$ cat config.mk
export PLATFORM = sky130hd
export DESIGN_NAME = expression_lexer_unit_flat
export DESIGN_NICKNAME = d
export VERILOG_FILES = /design/src/design/exl_pkg.sv /design/src/design/exl_if.sv /design/src/design/exl_core.sv /design/src/design/exl_queue.sv /design/src/design/expression_lexer_unit.sv /design/src/flat_wrapper.sv
export VERILOG_INCLUDE_DIRS = /design/src /design/src/design
export SDC_FILE = /design/constraint.sdc
export NUM_CORES = 1
export LEC_CHECK = 0
export BUFFER_PORTS_ARGS = -buffer_cell sky130_fd_sc_hd__buf_4
export CORE_MARGIN = 4
export CORE_UTILIZATION = 55
export DETAILED_ROUTE_END_ITERATION = 8
export PLACE_DENSITY = 0.69
export SYNTH_ARGS = -nofsm -noshare
export SYNTH_HDL_FRONTEND = slang
export SYNTH_SLANG_ARGS = --single-unit
$ cat constraint.sdc
create_clock -name clock -period 4.7 [get_ports clock]
set_clock_uncertainty 0.15 [all_clocks]
set_input_delay 0.94 -clock clock [delete_from_list [all_inputs] [get_ports clock]]
set_output_delay 0.94 -clock clock [all_outputs]
set_load 0.02 [all_outputs]
$ cat src/design/expression_lexer_unit_macros.svh
`ifndef EXPRESSION_LEXER_UNIT_MACROS_SVH
`define EXPRESSION_LEXER_UNIT_MACROS_SVH

// Same-cycle implication, sampled on the block clock and off during reset.
`define EXL_ASSERT_IMPLIES(label, ante, cons) \
   label: assert property (@(posedge clock) disable iff (reset) (ante) |-> (cons)) \
      else $error("lexer check failed");

// Next-cycle implication, sampled on the block clock and off during reset.
`define EXL_ASSERT_NEXT(label, ante, cons) \
   label: assert property (@(posedge clock) disable iff (reset) (ante) |=> (cons)) \
      else $error("lexer check failed");

`endif

$ cat src/design/exl_pkg.sv
`default_nettype none

package exl_pkg;

   localparam logic [31:0] MAX_EXPR_LEN = 32'd65535;
   localparam logic [15:0] POS_MAX = (MAX_EXPR_LEN < 32'd65535) ? MAX_EXPR_LEN[15:0] : 16'hFFFF;
   localparam logic [15:0] LEN_MAX = 16'hFFFF;

   typedef logic [3:0] kind_type;

   localparam kind_type KIND_NUMBER    = 4'd0;
   localparam kind_type KIND_IDENT     = 4'd1;
   localparam kind_type KIND_UNIT      = 4'd2;
   localparam kind_type KIND_PLUS      = 4'd3;
   localparam kind_type KIND_MINUS     = 4'd4;
   localparam kind_type KIND_STAR      = 4'd5;
   localparam kind_type KIND_SLASH     = 4'd6;
   localparam kind_type KIND_PERCENT   = 4'd7;
   localparam kind_type KIND_CARET     = 4'd8;
   localparam kind_type KIND_LPAREN    = 4'd9;
   localparam kind_type KIND_RPAREN    = 4'd10;
   localparam kind_type KIND_COMMA     = 4'd11;
   localparam kind_type KIND_EQUAL     = 4'd12;
   localparam kind_type KIND_END_OK    = 4'd13;
   localparam kind_type KIND_EMPTY     = 4'd14;
   localparam kind_type KIND_DOT_ERROR = 4'd15;

   localparam logic [7:0] CH_END    = 8'h00;
   localparam logic [7:0] CH_DOT    = 8'h2E;
   localparam logic [7:0] CH_UNDER  = 8'h5F;
   localparam logic [7:0] CH_PLUS   = 8'h2B;
   localparam logic [7:0] CH_MINUS  = 8'h2D;
   localparam logic [7:0] CH_STAR   = 8'h2A;
   localparam logic [7:0] CH_SLASH  = 8'h2F;
   localparam logic [7:0] CH_PCT    = 8'h25;
   localparam logic [7:0] CH_CARET  = 8'h5E;
   localparam logic [7:0] CH_LPAREN = 8'h28;
   localparam logic [7:0] CH_RPAREN = 8'h29;
   localparam logic [7:0] CH_COMMA  = 8'h2C;
   localparam logic [7:0] CH_EQUAL  = 8'h3D;
   localparam logic [7:0] CH_ZERO   = 8'h30;
   localparam logic [7:0] CH_ONE    = 8'h31;
   localparam logic [7:0] CH_LOW_X  = 8'h78;
   localparam logic [7:0] CH_LOW_B  = 8'h62;
   localparam logic [7:0] CH_LOW_E  = 8'h65;
   localparam logic [7:0] CH_UP_E   = 8'h45;
   localparam logic [7:0] CH_A      = 8'h61;
   localparam logic [7:0] CH_C      = 8'h63;
   localparam logic [7:0] CH_D      = 8'h64;
   localparam logic [7:0] CH_E      = 8'h65;
   localparam logic [7:0] CH_G      = 8'h67;
   localparam logic [7:0] CH_K      = 8'h6B;
   localparam logic [7:0] CH_M      = 8'h6D;
   localparam logic [7:0] CH_R      = 8'h72;

   // Word heads are packed with the first character in the low byte.
   localparam logic [23:0] UNIT_M   = {16'h0000, CH_M};
   localparam logic [23:0] UNIT_MM  = {8'h00, CH_M, CH_M};
   localparam logic [23:0] UNIT_CM  = {8'h00, CH_M, CH_C};
   localparam logic [23:0] UNIT_KM  = {8'h00, CH_M, CH_K};
   localparam logic [23:0] UNIT_RAD = {CH_D, CH_A, CH_R};
   localparam logic [23:0] UNIT_DEG = {CH_G, CH_E, CH_D};

   typedef enum logic [1:0] {
      MODE_NORMAL,
      MODE_WORD,
      MODE_NUMBER,
      MODE_DROP
   } mode_type;

   typedef struct packed {
      logic zero;
      logic hex;
      logic bin;
      logic dot;
      logic expo;
   } number_flags_type;

   typedef struct packed {
      kind_type    kind;
      logic [15:0] start_pos;
      logic [15:0] tok_len;
      logic        last;
   } result_type;

   // Results made by one character; first is always delivered before second.
   typedef struct packed {
      logic [1:0] count;
      result_type first;
      result_type second;
   } push_type;

   function automatic logic is_digit(input logic [7:0] c);
      return (c >= 8'h30) && (c <= 8'h39);
   endfunction

   function automatic logic is_alpha(input logic [7:0] c);
      return ((c >= 8'h61) && (c <= 8'h7A)) || ((c >= 8'h41) && (c <= 8'h5A));
   endfunction

   function automatic logic is_xdigit(input logic [7:0] c);
      return is_digit(c) || ((c >= 8'h61) && (c <= 8'h66)) || ((c >= 8'h41) && (c <= 8'h46));
   endfunction

   function automatic logic is_op(input logic [7:0] c);
      return (c == CH_PLUS) || (c == CH_MINUS) || (c == CH_STAR) || (c == CH_SLASH) ||
             (c == CH_PCT) || (c == CH_CARET) || (c == CH_LPAREN) || (c == CH_RPAREN) ||
             (c == CH_COMMA) || (c == CH_EQUAL);
   endfunction

   function automatic kind_type op_kind(input logic [7:0] c);
      kind_type k;
      unique case (c)
         CH_PLUS:   k = KIND_PLUS;
         CH_MINUS:  k = KIND_MINUS;
         CH_STAR:   k = KIND_STAR;
         CH_SLASH:  k = KIND_SLASH;
         CH_PCT:    k = KIND_PERCENT;
         CH_CARET:  k = KIND_CARET;
         CH_LPAREN: k = KIND_LPAREN;
         CH_RPAREN: k = KIND_RPAREN;
         CH_COMMA:  k = KIND_COMMA;
         CH_EQUAL:  k = KIND_EQUAL;
         default:   k = KIND_NUMBER;
      endcase
      return k;
   endfunction

   function automatic logic word_is_unit(input logic [15:0] len, input logic [23:0] head);
      logic unit;
      unit = 1'b0;
      if (len == 16'd1) begin
         unit = (head == UNIT_M);
      end else if (len == 16'd2) begin
         unit = (head == UNIT_MM) || (head == UNIT_CM) || (head == UNIT_KM);
      end else if (len == 16'd3) begin
         unit = (head == UNIT_RAD) || (head == UNIT_DEG);
      end
      return unit;
   endfunction

   // A hex e/E also passes as an exponent mark, and a 0b literal takes any decimal digit.
   function automatic logic number_accepts(input number_flags_type f, input logic [7:0] c);
      logic ok;
      ok = is_digit(c);
      if (f.zero && ((c == CH_LOW_X) || (c == CH_LOW_B))) ok = 1'b1;
      if (f.bin && ((c == CH_ZERO) || (c == CH_ONE))) ok = 1'b1;
      if (f.hex && is_xdigit(c)) ok = 1'b1;
      if (!f.expo) begin
         if ((c == CH_LOW_E) || (c == CH_UP_E)) ok = 1'b1;
         if (!f.dot && (c == CH_DOT)) ok = 1'b1;
      end
      if (f.expo && ((c == CH_MINUS) || (c == CH_PLUS))) ok = 1'b1;
      return ok;
   endfunction

endpackage

`default_nettype wire

$ cat src/design/exl_if.sv
`default_nettype none

interface exl_req_if;
   logic       valid;
   logic       ready;
   logic [7:0] ch;

   modport source (output valid, output ch, input ready);
   modport sink (input valid, input ch, output ready);
endinterface

interface exl_rsp_if;
   logic        valid;
   logic        ready;
   logic [3:0]  kind;
   logic [15:0] start_pos;
   logic [15:0] tok_len;
   logic        last;

   modport source (output valid, output kind, output start_pos, output tok_len, output last,
                   input ready);
   modport sink (input valid, input kind, input start_pos, input tok_len, input last,
                 output ready);
endinterface

`default_nettype wire

$ cat src/design/exl_core.sv
`default_nettype none
`include "expression_lexer_unit_macros.svh"

module exl_core (
   input  logic              clock,
   input  logic              reset,
   exl_req_if.sink           req,
   input  logic              room,
   output exl_pkg::push_type push
);

   logic                      in_valid_ff;
   logic [7:0]                in_ch_ff;
   exl_pkg::mode_type         mode_ff, mode_in;
   logic [15:0]               position_ff, position_in;
   logic [15:0]               token_start_ff, token_start_in;
   logic [15:0]               token_length_ff, token_length_in;
   logic [23:0]               word_head_ff, word_head_in;
   exl_pkg::number_flags_type flags_ff, flags_in;
   logic                      any_token_ff, any_token_in;

   logic                      advance;
   logic [7:0]                c;
   logic [15:0]               pos;
   logic [15:0]               grown_len;
   logic                      word_char;
   logic                      handled;
   logic                      pend_valid;
   logic                      sec_valid;
   exl_pkg::result_type       pend_res;
   exl_pkg::result_type       sec_res;

   assign advance   = in_valid_ff && room;
   assign req.ready = !in_valid_ff || room;

   always_ff @(posedge clock) begin
      if (reset) begin
         in_valid_ff <= 1'b0;
      end else if (req.ready) begin
         in_valid_ff <= req.valid;
      end
      if (req.valid && req.ready) begin
         in_ch_ff <= req.ch;
      end
   end

   always_ff @(posedge clock) begin
      if (reset) begin
         mode_ff         <= exl_pkg::MODE_NORMAL;
         position_ff     <= '0;
         token_start_ff  <= '0;
         token_length_ff <= '0;
         word_head_ff    <= '0;
         flags_ff        <= '0;
         any_token_ff    <= 1'b0;
      end else begin
         mode_ff         <= mode_in;
         position_ff     <= position_in;
         token_start_ff  <= token_start_in;
         token_length_ff <= token_length_in;
         word_head_ff    <= word_head_in;
         flags_ff        <= flags_in;
         any_token_ff    <= any_token_in;
      end
   end

   assign c         = in_ch_ff;
   assign pos       = (position_ff < exl_pkg::POS_MAX) ? position_ff + 16'd1 : exl_pkg::POS_MAX;
   assign grown_len = (token_length_ff < exl_pkg::LEN_MAX) ? token_length_ff + 16'd1
                                                           : token_length_ff;
   assign word_char = exl_pkg::is_alpha(c) || exl_pkg::is_digit(c) || (c == exl_pkg::CH_UNDER);

   always_comb begin
      mode_in         = mode_ff;
      position_in     = position_ff;
      token_start_in  = token_start_ff;
      token_length_in = token_length_ff;
      word_head_in    = word_head_ff;
      flags_in        = flags_ff;
      any_token_in    = any_token_ff;
      handled         = 1'b0;
      pend_valid      = 1'b0;
      sec_valid       = 1'b0;
      sec_res         = '{kind: exl_pkg::KIND_END_OK, start_pos: 16'd0, tok_len: 16'd0,
                          last: 1'b1};

      if (advance) begin
         position_in = pos;
         if (c == exl_pkg::CH_END) begin
            if (mode_ff != exl_pkg::MODE_DROP) begin
               pend_valid   = (mode_ff == exl_pkg::MODE_WORD) || (mode_ff == exl_pkg::MODE_NUMBER);
               sec_valid    = 1'b1;
               sec_res.kind = (any_token_ff || pend_valid) ? exl_pkg::KIND_END_OK
                                                           : exl_pkg::KIND_EMPTY;
            end
            mode_in         = exl_pkg::MODE_NORMAL;
            position_in     = '0;
            token_start_in  = '0;
            token_length_in = '0;
            word_head_in    = '0;
            flags_in        = '0;
            any_token_in    = 1'b0;
         end else if (mode_ff != exl_pkg::MODE_DROP) begin
            unique case (mode_ff)
               exl_pkg::MODE_WORD: begin
                  if (word_char) begin
                     if (token_length_ff < 16'd3) begin
                        word_head_in = word_head_ff |
                                       ({16'h0000, c} << {token_length_ff[1:0], 3'b000});
                     end
                     token_length_in = grown_len;
                     handled         = 1'b1;
                  end else begin
                     pend_valid = 1'b1;
                  end
               end
               exl_pkg::MODE_NUMBER: begin
                  if (exl_pkg::number_accepts(flags_ff, c)) begin
                     if (flags_ff.zero && (c == exl_pkg::CH_LOW_X)) flags_in.hex = 1'b1;
                     if (flags_ff.zero && (c == exl_pkg::CH_LOW_B)) flags_in.bin = 1'b1;
                     flags_in.zero = 1'b0;
                     if ((c == exl_pkg::CH_LOW_E) || (c == exl_pkg::CH_UP_E)) begin
                        flags_in.expo = 1'b1;
                     end
                     if (c == exl_pkg::CH_DOT) flags_in.dot = 1'b1;
                     token_length_in = grown_len;
                     handled         = 1'b1;
                  end else if (c == exl_pkg::CH_DOT) begin
                     sec_valid         = 1'b1;
                     sec_res.kind      = exl_pkg::KIND_DOT_ERROR;
                     sec_res.start_pos = pos;
                     mode_in           = exl_pkg::MODE_DROP;
                     handled           = 1'b1;
                  end else begin
                     pend_valid = 1'b1;
                  end
               end
               default: begin
               end
            endcase

            // The character that closed a word or number is looked at again here.
            if (!handled) begin
               mode_in      = exl_pkg::MODE_NORMAL;
               any_token_in = any_token_ff || pend_valid;
               if (exl_pkg::is_op(c)) begin
                  sec_valid         = 1'b1;
                  sec_res.kind      = exl_pkg::op_kind(c);
                  sec_res.start_pos = pos;
                  sec_res.tok_len   = 16'd1;
                  any_token_in      = 1'b1;
               end else if (exl_pkg::is_alpha(c) || (c == exl_pkg::CH_UNDER)) begin
                  mode_in         = exl_pkg::MODE_WORD;
                  token_start_in  = pos;
                  token_length_in = 16'd1;
                  word_head_in    = {16'h0000, c};
               end else if (exl_pkg::is_digit(c)) begin
                  mode_in         = exl_pkg::MODE_NUMBER;
                  token_start_in  = pos;
                  token_length_in = 16'd1;
                  flags_in        = '0;
                  flags_in.zero   = (c == exl_pkg::CH_ZERO);
               end
            end
         end
      end
   end

   always_comb begin
      pend_res.kind      = exl_pkg::KIND_NUMBER;
      if (mode_ff == exl_pkg::MODE_WORD) begin
         pend_res.kind = exl_pkg::word_is_unit(token_length_ff, word_head_ff) ?
                         exl_pkg::KIND_UNIT : exl_pkg::KIND_IDENT;
      end
      pend_res.start_pos = token_start_ff;
      pend_res.tok_len   = token_length_ff;
      pend_res.last      = !sec_valid;

      push.count  = {1'b0, pend_valid} + {1'b0, sec_valid};
      push.first  = pend_valid ? pend_res : sec_res;
      push.second = sec_res;
   end

   `EXL_ASSERT_IMPLIES(a_drop_is_silent, advance && mode_ff == exl_pkg::MODE_DROP && in_ch_ff != exl_pkg::CH_END, push.count == 2'd0)
   `EXL_ASSERT_IMPLIES(a_pair_marks_last, push.count == 2'd2, push.second.last && !push.first.last)
   `EXL_ASSERT_NEXT(a_end_clears_state, advance && in_ch_ff == exl_pkg::CH_END, position_ff == 16'd0 && mode_ff == exl_pkg::MODE_NORMAL)

endmodule

`default_nettype wire

$ cat src/design/exl_queue.sv
`default_nettype none
`include "expression_lexer_unit_macros.svh"

module exl_queue (
   input  logic              clock,
   input  logic              reset,
   input  exl_pkg::push_type push,
   output logic              room,
   exl_rsp_if.source         rsp
);

   exl_pkg::result_type entry_ff [4];
   logic [1:0]          wr_ptr_ff;
   logic [1:0]          rd_ptr_ff;
   logic [2:0]          count_ff, count_in;
   logic                pop;

   // Two free entries are needed since one character can make two results.
   assign room = (count_ff <= 3'd2);
   assign pop  = (count_ff != 3'd0) && rsp.ready;

   assign count_in = count_ff + {1'b0, push.count} - {2'b00, pop};

   always_ff @(posedge clock) begin
      if (reset) begin
         wr_ptr_ff <= '0;
         rd_ptr_ff <= '0;
         count_ff  <= '0;
      end else begin
         wr_ptr_ff <= wr_ptr_ff + push.count;
         rd_ptr_ff <= rd_ptr_ff + {1'b0, pop};
         count_ff  <= count_in;
      end
   end

   always_ff @(posedge clock) begin
      if (push.count != 2'd0) begin
         entry_ff[wr_ptr_ff] <= push.first;
      end
      if (push.count == 2'd2) begin
         entry_ff[wr_ptr_ff + 2'd1] <= push.second;
      end
   end

   assign rsp.valid     = (count_ff != 3'd0);
   assign rsp.kind      = entry_ff[rd_ptr_ff].kind;
   assign rsp.start_pos = entry_ff[rd_ptr_ff].start_pos;
   assign rsp.tok_len   = entry_ff[rd_ptr_ff].tok_len;
   assign rsp.last      = entry_ff[rd_ptr_ff].last;

   `EXL_ASSERT_IMPLIES(a_push_has_room, push.count != 2'd0, count_ff <= 3'd2)
   `EXL_ASSERT_IMPLIES(a_count_bound, 1'b1, count_ff <= 3'd4)
   `EXL_ASSERT_NEXT(a_pop_drains, rsp.valid && rsp.ready && push.count == 2'd0, count_ff == $past(count_ff) - 3'd1)

endmodule

`default_nettype wire

$ cat src/design/expression_lexer_unit.sv
// Streaming lexer for arithmetic expressions. Each request item carries one ASCII
// character, and a zero character ends the expression. Each response item is one token
// (kind, 1-based start position, length) or an end marker; the last response caused by a
// character has last set. A character that closes a word or number is lexed again in the
// same step, so one character can give two response items. The block takes one character
// per clock cycle while the request side does not stall: the character is registered,
// lexed once the queue has room, and its results are written into a four-entry result
// queue whose head drives the response channel. The request side stalls only while the
// queue has fewer than two free entries, which happens when the response side is held
// off or a character produces two results. After a dot that a number cannot take (a
// second point, or one after an exponent), an error item is sent and every character
// up to the expression end is consumed with no response, including the closing zero.
`default_nettype none

module expression_lexer_unit (
   input  logic      clock,
   input  logic      reset,
   exl_req_if.sink   req_if,
   exl_rsp_if.source rsp_if
);

   // Queue room, computed from the queue fill level only, gates the lexing stage.
   logic              room;
   exl_pkg::push_type push;

   // Input register plus lexer state and token decode.
   exl_core u_core (
      .clock (clock),
      .reset (reset),
      .req   (req_if),
      .room  (room),
      .push  (push)
   );

   // Result queue that decouples lexing from the response handshake.
   exl_queue u_queue (
      .clock (clock),
      .reset (reset),
      .push  (push),
      .room  (room),
      .rsp   (rsp_if)
   );

endmodule

`default_nettype wire
$ cat src/flat_wrapper.sv
// flat-port wrapper written by rule: the top's interface ports become plain ports
module expression_lexer_unit_flat 
  (clock, reset, req_if_valid, req_if_ch, req_if_ready, rsp_if_valid, rsp_if_kind, rsp_if_start_pos, rsp_if_tok_len, rsp_if_last, rsp_if_ready);
  exl_req_if req_if_i ();
  exl_rsp_if rsp_if_i ();
  input  logic clock;
  input  logic reset;
  input wire logic [$bits(req_if_i.valid)-1:0] req_if_valid;
  input wire logic [$bits(req_if_i.ch)-1:0] req_if_ch;
  output wire logic [$bits(req_if_i.ready)-1:0] req_if_ready;
  output wire logic [$bits(rsp_if_i.valid)-1:0] rsp_if_valid;
  output wire logic [$bits(rsp_if_i.kind)-1:0] rsp_if_kind;
  output wire logic [$bits(rsp_if_i.start_pos)-1:0] rsp_if_start_pos;
  output wire logic [$bits(rsp_if_i.tok_len)-1:0] rsp_if_tok_len;
  output wire logic [$bits(rsp_if_i.last)-1:0] rsp_if_last;
  input wire logic [$bits(rsp_if_i.ready)-1:0] rsp_if_ready;
  assign req_if_i.valid = req_if_valid;
  assign req_if_i.ch = req_if_ch;
  assign req_if_ready = req_if_i.ready;
  assign rsp_if_valid = rsp_if_i.valid;
  assign rsp_if_kind = rsp_if_i.kind;
  assign rsp_if_start_pos = rsp_if_i.start_pos;
  assign rsp_if_tok_len = rsp_if_i.tok_len;
  assign rsp_if_last = rsp_if_i.last;
  assign rsp_if_i.ready = rsp_if_ready;
  expression_lexer_unit u_core (.clock(clock), .reset(reset), .req_if(req_if_i), .rsp_if(rsp_if_i));
endmodule
### Word level (Yosys, flattened, before mapping)

Memories as Yosys holds them, arrays and structs flattened. A register that Yosys moved wholly into a read port is not among the register bits.
Index checks and enable logic that the tools add are counted.

* input bits: 12
* bits in writable memories: 148
* output and inout bits: 39
* logic and storage cells: 239
* flip-flop bits (word level): 96
* memories kept: 1

* multiplexer cells: 112
* $add $sub $neg: 8
* equality and inequality tests: 36
* shifts and indexed selects: 1
* bitwise operators: 1
* magnitude comparators: 12
* reductions and logical operators: 52

Memory list
* u_core.u_queue.entry_ff: words 4, bits a word 37, rd ports 1, clocked after memory_dff 1, wr ports 2, line exl_queue.sv:12 `exl_pkg::result_type entry_ff [4];`

Operator list (number)
* two-way mux 16 bit: 17
* two-way mux 24 bit: 8
* two-way mux 36 bit: 4
* equality test 8 x 6 -> 1 bit (second input constant): 12
* equality test 24 x 15 -> 1 bit (second input constant): 3
* two-way mux 18 bit: 3
* two-way mux 1 bit: 51
* equality test 24 x 23 -> 1 bit (second input constant): 2
* equality test 8 x 7 -> 1 bit (second input constant): 6
* two-way mux 5 bit: 8
* one-hot mux 4 bit (10 select lines): 1
* two-way mux 37 bit: 1
* adder 16 x 1 -> 16 bit (second input constant): 2
* equality test 16 x 2 -> 1 bit (second input constant): 2
* less-or-equal comparator 8 x 7 -> 1 bit (second input constant): 4
* < comparator 16 bit (second input constant): 2
* two-way mux 32 bit: 1
* one-hot mux 16 bit (2 select lines): 1
* two-way mux 2 bit: 14
* logical OR 1 bit: 25
* equality test 24 x 7 -> 1 bit (second input constant): 1
* OR 24 bit: 1
* left shift 8 x 5 -> 24 bit: 1
* equality test 16 x 1 -> 1 bit (second input constant): 1
* 25 further kinds: 51

### Longest topological paths before layout

Gate-level depths: netlist of run 1.

* depth after elaboration: 27
* mapped depth: 20
* gate-level depth less buffers: 19

### By module

A second synthesis of run 1 with hierarchy kept.

* cell total of the unflattened synthesis: 1102
* area, all modules: 13541.7 sq um

By module, submodules not included
* exl_queue: cells each 403, times used 1, area each 7815.0 sq um, sequential area each 4584.4 sq um
* exl_core: cells each 699, times used 1, area each 5726.7 sq um, sequential area each 1841.8 sq um

### Worst setup path before layout of run 1

No wires, ideal clock.

* path kind: register to register
* start point: register u_core.u_core.in_ch_ff[1], in the netlist u_core.u_core.c[1]
* end point: memory u_core.u_queue.entry_ff[0][17] in the netlist's numbering, enable pin
* cell stages (with the launch flop): 15
* required time: 4.173 ns
* path slack: 0.518 ns
* setup time: 0.377 ns
* path buffers: 2
* clock period less this slack: 4.182 ns
* data arrival time: 3.656 ns
* cells stage by stage: edfxtp_1 buf_2 or4b_1 a2111o_1 o41ai_1 o21bai_1 a22o_2 nor2_1 nor2_1 inv_1 ha_1 or3_1 and2_1 clkbuf_1 inv_1

RTL lines
* start: declaration: line exl_core.sv:13 `logic [7:0] in_ch_ff;`
* start signal: assignment: line exl_core.sv:43 `in_ch_ff <= req.ch;`
* end: declaration: line exl_queue.sv:12

==> parameters.txt, run 1 <==
Parameter                              Value

Timing
  Final clock period utilization by the worst path ... 94.58%
  Shortest clock period the worst path allows after layout ... between 4 and 5 ns
  Max-slew violations ... 0
  Worst slew pin tran ... approximately 1.1 ns
  Max Clk Rate ... 224.9 MHz
  Hold Fails Final Rpt ... 0
  Setup repair after global routing missed its margin ... no
  Final setup fails ... 0
  Hold WS ... 0.3118 ns
  Max_slew headroom ... between 20% and 30%
  Setup_tns ... 0 ns

Finish
  Antenna Cells ... 0
  Net total in the final layout ... between 1000 and 1500
  Layout cells sized above 1 ... 16.94%
  Area growth, synth to finish ... 12.87%
  Final-layout fill cell count ... 1735

Clock tree
  Longest Clk Path Bufs ... 3
  CTS tree ... done
  Insertion delay of the later-clocked pin in the worst-skew pair ... about 0.54 ns
  Total CTS buffers ... 26
  CTS H-tree lvls ... 1
  Number of sinks handled by clock tree synthesis ... 243
  Hold buffer count at cts ... 0
  Clock input transition at the sequential cells of the worst setup and hold paths ... 0.06 ns
  Clock root cell ... sky130_fd_sc_hd__clkbuf_16

Global routing
  Largest net degree at the start of global routing ... 40
  Total Routing Usage GR ... 25.52%
  Antenna violations before repair ... 0
  Via count of the first global-routing pass ... 8905
  First-pass GRT wire length ... 49560 um
  GR Overflow Total ... 0

Route
  Average wire per cell in the routed design ... approximately 21 um
  Total number of vias ... 9325
  Vias per inst ... around 6.5
  Final antenna-violating net count ... 0
  Pre-antenna DRT Iters ... 5
  Iteration-0 DRC count of the detailed router ... 895
  DRC Markers ... 0
  Total detailed-routing wirelength ... 30910 um

Synthesis
  Xor and xnor area share after synthesis ... 1.262%
  Main combinational cell family by area after synthesis ... compound AO/OA/AOI/OAI gates
  Synthesized instance count ... 1122
  Syn Std Cell Area ... 0.01180 mm2
  Fraction of synthesis flops using an asynchronous set or reset pin ... 0%
  Number of warnings issued by yosys ... 0
  Most used flip-flop cell after synthesis ... sky130_fd_sc_hd__dfxtp_1
  Area share of fa/ha/maj cells after synthesis ... 1.761%
  Multiplexer share of the synthesized area ... 7.521%
  Number of distinct library cells after synthesis ... 74
  Post-synth EDFFs ... 92
  Synthesized-area fraction occupied by ao, oa, aoi and oai cells ... 21.96%
  Count of state elements after synthesis ... around 240
  Synthesized Nets ... around 1200
  Basic-gate share of the synthesized area counting and, or, nand and nor cells ... ~14%
  Share of synthesized area occupied by flip-flops and latches ... about half
  Average cell area after synthesis ... 10.51 um2

Die
  Top-Level Pins ... 51
  Row Count ... 53
  Die extent in y ... 154.4 um
  Initial standard-cell utilization of the core ... 55.93%
  Die W ... 154.4 um
  Core region area ... 0.02109 mm2
  Full die area ... 0.02385 mm2

Power
  Maximum VDD drop ... 286.8 uV
  Reported leakage power ... between 4 and 5 nW
  Power Dens Cells ... 391.1 mW/mm2

Critical path
  Worst Setup Path Type ... flop to flop
  Critical path endpoint category ... flop
  Highest net fanout along the worst path ... 21
  Required time at the endpoint of the critical path ... 4.68 ns
  Type of element launching the critical path ... flop
  Crit path DAT ... approximately 4.4 ns

Worst hold path
  Hold Crit Class ... flop to flop

Outcome
  Outcome ... complete, no violations

Placed design
  Buffers on Ports ... 50
  HPWL Detailed ... 20830 um
  Routability Congestion ... 0.8869

Flow run
  Number of max-cap violations ... 0
-- routing by layer --
layer  GRT usage [%]  vias up  routed length, um
met4           6.602        0                697
met5               0        -                  0
met3           4.757       47               2336
met1           38.32     4550              14170
li1                -     4354                  -
met2           38.39      374              13700
-- cell usage in the layout, fill, tap and decap left out, types with 4 or more instances in the layout --
cell type and count:
sky130_fd_sc_hd__dfxtp_1 149, sky130_fd_sc_hd__a22o_1 139, sky130_fd_sc_hd__edfxtp_1 92, sky130_fd_sc_hd__buf_4 88, sky130_fd_sc_hd__nor2_1 84, sky130_fd_sc_hd__nand2_1 75, sky130_fd_sc_hd__a21oi_1 64, sky130_fd_sc_hd__o21ai_0 47
sky130_fd_sc_hd__mux4_2 37, sky130_fd_sc_hd__inv_1 29, sky130_fd_sc_hd__nand3_1 28, sky130_fd_sc_hd__clkbuf_16 27, sky130_fd_sc_hd__nor3_1 25, sky130_fd_sc_hd__ha_1 15, sky130_fd_sc_hd__nand4_1 13, sky130_fd_sc_hd__and2_1 13
sky130_fd_sc_hd__o22ai_1 13, sky130_fd_sc_hd__a31oi_1 13, sky130_fd_sc_hd__or3_1 11, sky130_fd_sc_hd__nand2b_1 11, sky130_fd_sc_hd__nor4_1 11, sky130_fd_sc_hd__nor2b_1 10, sky130_fd_sc_hd__xnor2_1 10, sky130_fd_sc_hd__and3_1 10
sky130_fd_sc_hd__clkbuf_1 10, sky130_fd_sc_hd__a22oi_1 9, sky130_fd_sc_hd__a21o_1 8, sky130_fd_sc_hd__or2_2 7, sky130_fd_sc_hd__o211ai_1 7, sky130_fd_sc_hd__xor2_1 7, sky130_fd_sc_hd__a21boi_0 6, sky130_fd_sc_hd__nand4b_1 5
sky130_fd_sc_hd__o21bai_1 5, sky130_fd_sc_hd__a32o_1 4, sky130_fd_sc_hd__nor3_2 4, sky130_fd_sc_hd__o41ai_1 4
-- state kept, by name, summed over array words and instances (netlist names) --
signal	cells
u_core.u_queue.wr_ptr_ff	2
u_core.u_core.position_ff	16
u_core.u_core.token_length_ff	16
u_core.u_core.c	8
u_core.u_core.token_start_ff	16
u_core.u_core.flags_ff	4
u_core.u_core.any_token_ff	1
u_core.u_queue.entry_ff	148
u_core.u_queue.count_ff	3
u_core.u_queue.rd_ptr_ff	2
u_core.u_core.word_head_ff	24
u_core.u_core.mode_ff	2
u_core.u_core.in_valid_ff	1
-- metrics by stage --
step	power, mW	utilization [%]	instance area (um2)	setup WS (ns)	cells
finish	5.207	63.13	13310	0.2545	1444
global route	5.404	63.13	13310	0.007776	1444
CTS	5.245	62.97	13280	0.1980	1442
detailed placement	3.212	58.94	12430	0.2482	1395
global placement	3.205	58.94	12430	0.3036	1395
floorplan	2.919	-	11800	0.5179	1122
-- power by group --
part	internal (mW)	switching (mW)	total (mW)
Clock	1.22	0.827	2.04
Sequential	2.22	0.0964	2.32
Combinational	0.390	0.457	0.847
-- cell type report --
| type | count | area, um2 | area share, % |
|---|---|---|---|
| Inverter | 31 | 120.1 | 0.9023 |
| Clock inverter | 6 | 91.34 | 0.6861 |
| Tap cell | 275 | 344.1 | 2.585 |
| Clock buffer | 41 | 759.5 | 5.705 |
| Timing Repair Buffer | 88 | 660.6 | 4.962 |
| Multi-Input combinational cell | 760 | 5549 | 41.68 |
| Sequential cell | 243 | 5788 | 43.48 |
-- cells in the mapped netlist (4+ instances only) --
master	number	area (um2)
sky130_fd_sc_hd__a21boi_0	6	45.04
sky130_fd_sc_hd__a21o_1	8	60.06
sky130_fd_sc_hd__a21oi_1	64	320.3
sky130_fd_sc_hd__a22o_1	139	1217
sky130_fd_sc_hd__a22oi_1	9	67.56
sky130_fd_sc_hd__a31oi_1	13	81.33
sky130_fd_sc_hd__a32o_1	4	40.04
sky130_fd_sc_hd__and2_1	14	87.58
sky130_fd_sc_hd__and3_1	10	62.56
sky130_fd_sc_hd__buf_1	12	45.04
sky130_fd_sc_hd__buf_2	18	90.09
sky130_fd_sc_hd__clkbuf_1	53	198.9
sky130_fd_sc_hd__dfxtp_1	151	3023
sky130_fd_sc_hd__edfxtp_1	92	2763
sky130_fd_sc_hd__ha_1	15	187.7
sky130_fd_sc_hd__inv_1	30	112.6
sky130_fd_sc_hd__mux4_2	37	833.3
sky130_fd_sc_hd__nand2_1	75	281.5
sky130_fd_sc_hd__nand2b_1	11	68.82
sky130_fd_sc_hd__nand3_1	28	140.1
sky130_fd_sc_hd__nand4_1	13	81.33
sky130_fd_sc_hd__nand4b_1	5	43.79
sky130_fd_sc_hd__nor2_1	86	322.8
sky130_fd_sc_hd__nor2b_1	10	62.56
sky130_fd_sc_hd__nor3_1	28	140.1
sky130_fd_sc_hd__nor4_1	12	75.07
sky130_fd_sc_hd__o211ai_1	7	52.55
sky130_fd_sc_hd__o21ai_0	47	235.2
sky130_fd_sc_hd__o21bai_1	5	37.54
sky130_fd_sc_hd__o22ai_1	13	81.33
sky130_fd_sc_hd__o41ai_1	5	43.79
sky130_fd_sc_hd__or2_2	7	43.79
sky130_fd_sc_hd__or3_1	11	68.82
sky130_fd_sc_hd__xnor2_1	10	87.58
sky130_fd_sc_hd__xor2_1	7	61.31
-- repair_timing --
action | 4_1_cts | 5_1_grt
resized for setup | 0 | 4
buffers inserted | 0 | 2
setup endpoints to repair | 0 | 71
-- path summary, 6_finish.rpt --
check | from | to | slack (ns) | cells after the start
worst min register to register | u_core.u_core.word_head_ff[23]$_SDFFE_PP0P_ | u_core.u_core.word_head_ff[23]$_SDFFE_PP0P_ | 0.31 | 1
worst min-delay path | u_core.u_core.word_head_ff[23]$_SDFFE_PP0P_ | u_core.u_core.word_head_ff[23]$_SDFFE_PP0P_ | 0.31 | 1
worst max register to register | u_core.u_core.c[4]$_DFFE_PP_ | u_core.u_queue.entry_ff[2][31]$_DFFE_PP_ | 0.25 | 12
worst max-delay path | u_core.u_core.c[4]$_DFFE_PP_ | u_core.u_queue.entry_ff[2][31]$_DFFE_PP_ | 0.25 | 12
-- worst max-delay path: stages, from the launching register on --
cell and delay (ns):
sky130_fd_sc_hd__edfxtp_1 0.49, sky130_fd_sc_hd__buf_4 0.23, sky130_fd_sc_hd__or4b_4 0.53, sky130_fd_sc_hd__or3_1 0.40
sky130_fd_sc_hd__o21ai_2 0.29, sky130_fd_sc_hd__nor4_2 0.13, sky130_fd_sc_hd__o31ai_4 0.36, sky130_fd_sc_hd__inv_2 0.15
sky130_fd_sc_hd__ha_1 0.34, sky130_fd_sc_hd__nand2_1 0.14, sky130_fd_sc_hd__nor2_1 0.06, sky130_fd_sc_hd__nor2_1 0.25
sky130_fd_sc_hd__clkinvlp_4 0.49
-- cell families (layout without fill, tap and decap cells) --
group	count (synthesis)	in the layout
simple gates	332	332
compound gates	353	353
fa+ha+maj	16	16
buf+inv	119	166
mux	42	42
flops	243	243
xor+xnor	17	17
Note: power is estimated with default switching activity, not from simulation.
==> inputs of run 2 (changes only) <==
--- a/config.mk
+++ b/config.mk
@@ -6,6 +6,7 @@
 export SDC_FILE = /design/constraint.sdc
 export NUM_CORES = 1
 export LEC_CHECK = 0
+export ABC_AREA = 1
 export BUFFER_PORTS_ARGS = -buffer_cell sky130_fd_sc_hd__buf_4
 export CORE_MARGIN = 4
 export CORE_UTILIZATION = 55
==> run 2 against run 1 <==
Effect of this change: flip-flop and latch count stayed put; worst setup slack improved by 0.21 ns; critical path depth is 9 higher; core utilization grew 0.37 points; synthesized area grew 8.9%; global-route usage rose by 2.6 points; total power grew 20%; final cell count grew 46%; synthesized cell count increased by 56%; via count up 32%; count of clock-buffer cells in the layout grew 3; critical endpoint is now u_core.u_queue.entry_ff[3][14]$_SDFFE_PP0P_; largest power group unchanged; highest routed layer unchanged.
==> parameters.txt, run 2 <==
Parameter                              Value

Finish
  Final core utilization ... 63.50% (was 63.13%)
  Area growth, synth to finish ... 12.65% (was 12.87%)
  Leading cell type in the layout, fill and taps excluded ... sky130_fd_sc_hd__nand2_1 (was sky130_fd_sc_hd__dfxtp_1)
  Max reg flops ... 148 (unchanged)
  Antenna Cells ... 0 (unchanged)
  Largest registers in the final layout ... u_core.u_queue.entry_ff (148), u_core.u_core.word_head_ff (24) (unchanged)
  Commonest non-fill, non-tap cells in the layout ... sky130_fd_sc_hd__nand2_1 (387), sky130_fd_sc_hd__o21ai_0 (210), sky130_fd_sc_hd__nor2_1 (199), sky130_fd_sc_hd__dfxtp_1 (150), sky130_fd_sc_hd__inv_1 (127) (was sky130_fd_sc_hd__dfxtp_1 (149), sky130_fd_sc_hd__a22o_1 (139), sky130_fd_sc_hd__edfxtp_1 (92), sky130_fd_sc_hd__buf_4 (88), sky130_fd_sc_hd__nor2_1 (84))
  Layout cells sized above 1 ... 10.81% (was 16.94%)
  Largest Register ... u_core.u_queue.entry_ff (unchanged)
  Net total in the final layout ... 1802 (was 1178)

Timing
  Setup repair after global routing missed its margin ... no (unchanged)
  Final setup fails ... 0 (unchanged)
  Worst slew pin tran ... 1.049 ns (was 1.071 ns)
  Final clock period utilization by the worst path ... 90.04% (was 94.58%)
  Shortest clock period the worst path allows after layout ... 4.232 ns (was 4.445 ns)
  Final setup margin ... 0.4679 ns (was 0.2545 ns)
  Max Clk Rate ... 236.3 MHz (was 224.9 MHz)
  Max-slew violations ... 0 (unchanged)
  Setup_tns ... 0 ns (unchanged)
  Max_slew headroom ... 30.00% (was 28.22%)
  Hold Fails Final Rpt ... 0 (unchanged)

Clock tree
  Clock root cell ... sky130_fd_sc_hd__clkbuf_16 (unchanged)
  Longest Clk Path Bufs ... 3 (unchanged)
  Insertion delay of the later-clocked pin in the worst-skew pair ... 0.56 ns (was 0.54 ns)
  Total CTS buffers ... 27 (was 26)
  Hold buffer count at cts ... 0 (unchanged)
  Clock input transition at the sequential cells of the worst setup and hold paths ... 0.06 ns (about the same)
  Number of sinks handled by clock tree synthesis ... 243 (unchanged)
  CTS H-tree lvls ... 1 (unchanged)
  CTS tree ... done (unchanged)

Global routing
  Largest net degree at the start of global routing ... 76 (was 40)
  GR Overflow Total ... 0 (unchanged)
  Antenna violations before repair ... 0 (unchanged)
  Total Routing Usage GR ... 28.14% (was 25.52%)
  First-pass GRT wire length ... 59590 um (was 49560 um)
  Via count of the first global-routing pass ... 11230 (was 8905)

Route
  DRC Markers ... 0 (unchanged)
  Pre-antenna DRT Iters ... 7 (was 5)
  Iteration-0 DRC count of the detailed router ... 1277 (was 895)
  Vias per inst ... 5.833 (was 6.458)
  Total number of vias ... 12300 (was 9325)
  Total detailed-routing wirelength ... 37800 um (was 30910 um)
  Average wire per cell in the routed design ... 17.93 um (was 21.41 um)
  Final antenna-violating net count ... 0 (unchanged)

Synthesis
  Cell taking the most area after synthesis ... sky130_fd_sc_hd__dfxtp_1 (unchanged)
  Synthesized-area fraction occupied by ao, oa, aoi and oai cells ... 18.11% (was 21.96%)
  Basic-gate share of the synthesized area counting and, or, nand and nor cells ... 27.68% (was 14.25%)
  Synthesized instance count ... 1748 (was 1122)
  Average cell area after synthesis ... 7.345 um2 (was 10.51 um2)
  Number of warnings issued by yosys ... 0 (unchanged)
  Xor and xnor area share after synthesis ... 0.6139% (was 1.262%)
  Synthesized Nets ... 1776 (was 1150)
  Syn Std Cell Area ... 0.01284 mm2 (was 0.01180 mm2)
  Commonest cells in the synthesized netlist ... sky130_fd_sc_hd__nand2_1 (388), sky130_fd_sc_hd__o21ai_0 (210), sky130_fd_sc_hd__nor2_1 (200) (was sky130_fd_sc_hd__dfxtp_1 (151), sky130_fd_sc_hd__a22o_1 (139), sky130_fd_sc_hd__edfxtp_1 (92))
  Share of synthesized area occupied by flip-flops and latches ... 45.06% (was 49.05%)
  Number of distinct library cells after synthesis ... 45 (was 74)
  Multiplexer share of the synthesized area ... 0% (was 7.521%)
  Area share of fa/ha/maj cells after synthesis ... 1.618% (was 1.761%)
  Main combinational cell family by area after synthesis ... simple AND/OR/NAND/NOR gates (was compound AO/OA/AOI/OAI gates)
  Fraction of synthesis flops using an asynchronous set or reset pin ... 0% (unchanged)
  Post-synth EDFFs ... 92 (unchanged)
  Ranking of synthesized cells by area ... sky130_fd_sc_hd__dfxtp_1 (24%), sky130_fd_sc_hd__edfxtp_1 (22%), sky130_fd_sc_hd__nand2_1 (11%), sky130_fd_sc_hd__o21ai_0 (8.2%), sky130_fd_sc_hd__nor2_1 (5.8%) (was sky130_fd_sc_hd__dfxtp_1 (26%), sky130_fd_sc_hd__edfxtp_1 (23%), sky130_fd_sc_hd__a22o_1 (10%), sky130_fd_sc_hd__mux4_2 (7.1%), sky130_fd_sc_hd__nor2_1 (2.7%))
  Fraction of post-synthesis cell area in the top cell type by area ... 23.54% (was 25.63%)
  Top-count cell post-synth ... sky130_fd_sc_hd__nand2_1 (was sky130_fd_sc_hd__dfxtp_1)
  Most used flip-flop cell after synthesis ... sky130_fd_sc_hd__dfxtp_1 (unchanged)
  Count of state elements after synthesis ... 243 (unchanged)

Die
  Core region area ... 0.02278 mm2 (was 0.02109 mm2)
  Row Count ... 55 (was 53)
  Top-Level Pins ... 51 (unchanged)
  Die W ... 160.8 um (was 154.4 um)
  Initial standard-cell utilization of the core ... 56.37% (was 55.93%)
  Full die area ... 0.02585 mm2 (was 0.02385 mm2)
  Die extent in y ... 160.8 um (was 154.4 um)

Critical path
  Worst Setup Path Type ... flop to flop (unchanged)
  CP most frequent cell ... sky130_fd_sc_hd__nand2_1 (was sky130_fd_sc_hd__nor2_1)
  Required time at the endpoint of the critical path ... 4.98 ns (was 4.68 ns)
  Number of buffers and inverters on the critical path ... 5 (was 3)
  Highest net fanout along the worst path ... 15 (was 21)
  Critical path endpoint category ... flop (unchanged)
  Critical-path cell list ... nand2_1 > a21oi_1 > nand2_1 > nand3_1 > nand2_1 > nand2_1 > nand2_4 > nand2_4 > o21ai_2 > nand2_1 > nand2_1 > inv_1 > ha_1 > inv_1 > nor3_1 > buf_4 > inv_1 > nand2_1 > inv_1 > nand2_1 > o21ai_0 (was buf_4 > or4b_4 > or3_1 > o21ai_2 > nor4_2 > o31ai_4 > inv_2 > ha_1 > nand2_1 > nor2_1 > nor2_1 > clkinvlp_4)
  CP max stage cell ... sky130_fd_sc_hd__edfxtp_1 (was sky130_fd_sc_hd__or4b_4)
  Crit path DAT ... 4.52 ns (was 4.42 ns)
  Cell family with most CP delay ... simple AND/OR/NAND/NOR gates (unchanged)
  Crit-path max cell delay ... 0.53 ns (about the same)
  Type of element launching the critical path ... flop (unchanged)

Placed design
  Routability Congestion ... 0.8871 (was 0.8869)
  Buffers on Ports ... 50 (unchanged)
  Pre-CTS setup slack ... 0.4399 ns (was 0.2482 ns)
  HPWL Detailed ... 25460 um (was 20830 um)

Power
  Power Dens Cells ... 431.1 mW/mm2 (was 391.1 mW/mm2)
  Reported leakage power ... 5.325 nW (was 4.795 nW)
  Total power after layout ... 6.236 mW (was 5.207 mW)
  Maximum VDD drop ... 362.6 uV (was 286.8 uV)

Worst hold path
  Hold Crit Class ... flop to flop (unchanged)

Flow run
  Number of max-cap violations ... 0 (unchanged)

Outcome
  Outcome ... complete, no violations (unchanged)
-- run 2: cell types whose count changed after synthesis, sizes merged, moves of 28 or more --
cell	change
a21oi	+28
a22o	-140
inv	+109
mux4	-37
nand2	+330
nand3	+78
nor2	+123
o21ai	+222
o22ai	+32
-- run 2: stage by stage --
stage	instances	hold slack [ns]	area, um2
4_1_cts	2108	0.3055	14460
3_3_place_gp	2058	0.2821	13510
3_5_place_dp	2058	0.2904	13510
5_1_grt	2108	0.3204	14460
6_report	2108	0.3052	14460
2_1_floorplan	1748	0.2731	12840
-- run 2: path summary, 6_finish.rpt --
| path | to | slack [ns] | depth (start not counted) | from |
|---|---|---|---|---|
| min | u_core.u_queue.entry_ff[2][3]$_SDFFE_PP0P_ | 0.31 | 2 | u_core.u_queue.entry_ff[2][3]$_SDFFE_PP0P_ |
| min reg2reg | u_core.u_queue.entry_ff[2][3]$_SDFFE_PP0P_ | 0.31 | 2 | u_core.u_queue.entry_ff[2][3]$_SDFFE_PP0P_ |
| max | u_core.u_queue.entry_ff[3][14]$_SDFFE_PP0P_ | 0.47 | 21 | u_core.u_core.c[1]$_DFFE_PP_ |
| max reg2reg | u_core.u_queue.entry_ff[3][14]$_SDFFE_PP0P_ | 0.47 | 21 | u_core.u_core.c[1]$_DFFE_PP_ |
-- run 2: tightest hold or removal path: cells and delay by family, from the launching register on --
family           cells  cell delay [ns]
AND/OR/NAND/NOR      1             0.05
AO/OA/AOI/OAI        1             0.05
flip-flops           1             0.32
-- run 2: layer usage --
metal / vias to the layer above / track usage [%] / share of wire (%)
li1: 5982 / - / -
met1: 5685 / 41.20 / 44
met2: 557 / 43.04 / 44
met3: 72 / 4.799 / 9.7
met4: 0 / 8.220 / 2.3
met5: - / 0 / 0
-- run 2: layout make-up --
type	count	area, um2
sequential	243	5787
clock inverter	6	72.57
inverter	144	540.5
multi-input combinational	1279	6191
timing repair buffer	79	605.6
tap	313	391.6
fill	2044	8314
clock buffer	44	875.8
-- run 2: report_power, final --
group / internal, mW / switching (mW) / leakage (nW)
Sequential: 2.26 / 0.0697 / 1.98
Clock: 1.33 / 0.875 / 0.470
Combinational: 0.543 / 1.16 / 2.88
Total: 4.13 / 2.11 / 5.33
-- run 2: kinds of logic (layout without fill, tap and decap cells) --
logic type,after synthesis,in the layout
simple gates,817,817
compound gates,437,437
flops,243,243
buf+inv,226,273
fa+ha+maj,16,16
xor+xnor,9,9
-- run 2: timing repair --
item                                   in CTS  in global routing
buffers inserted                            0                  0
setup endpoints to repair                   0                  3
endpoints found under the hold margin       0                  0
resized for setup                           0                  1
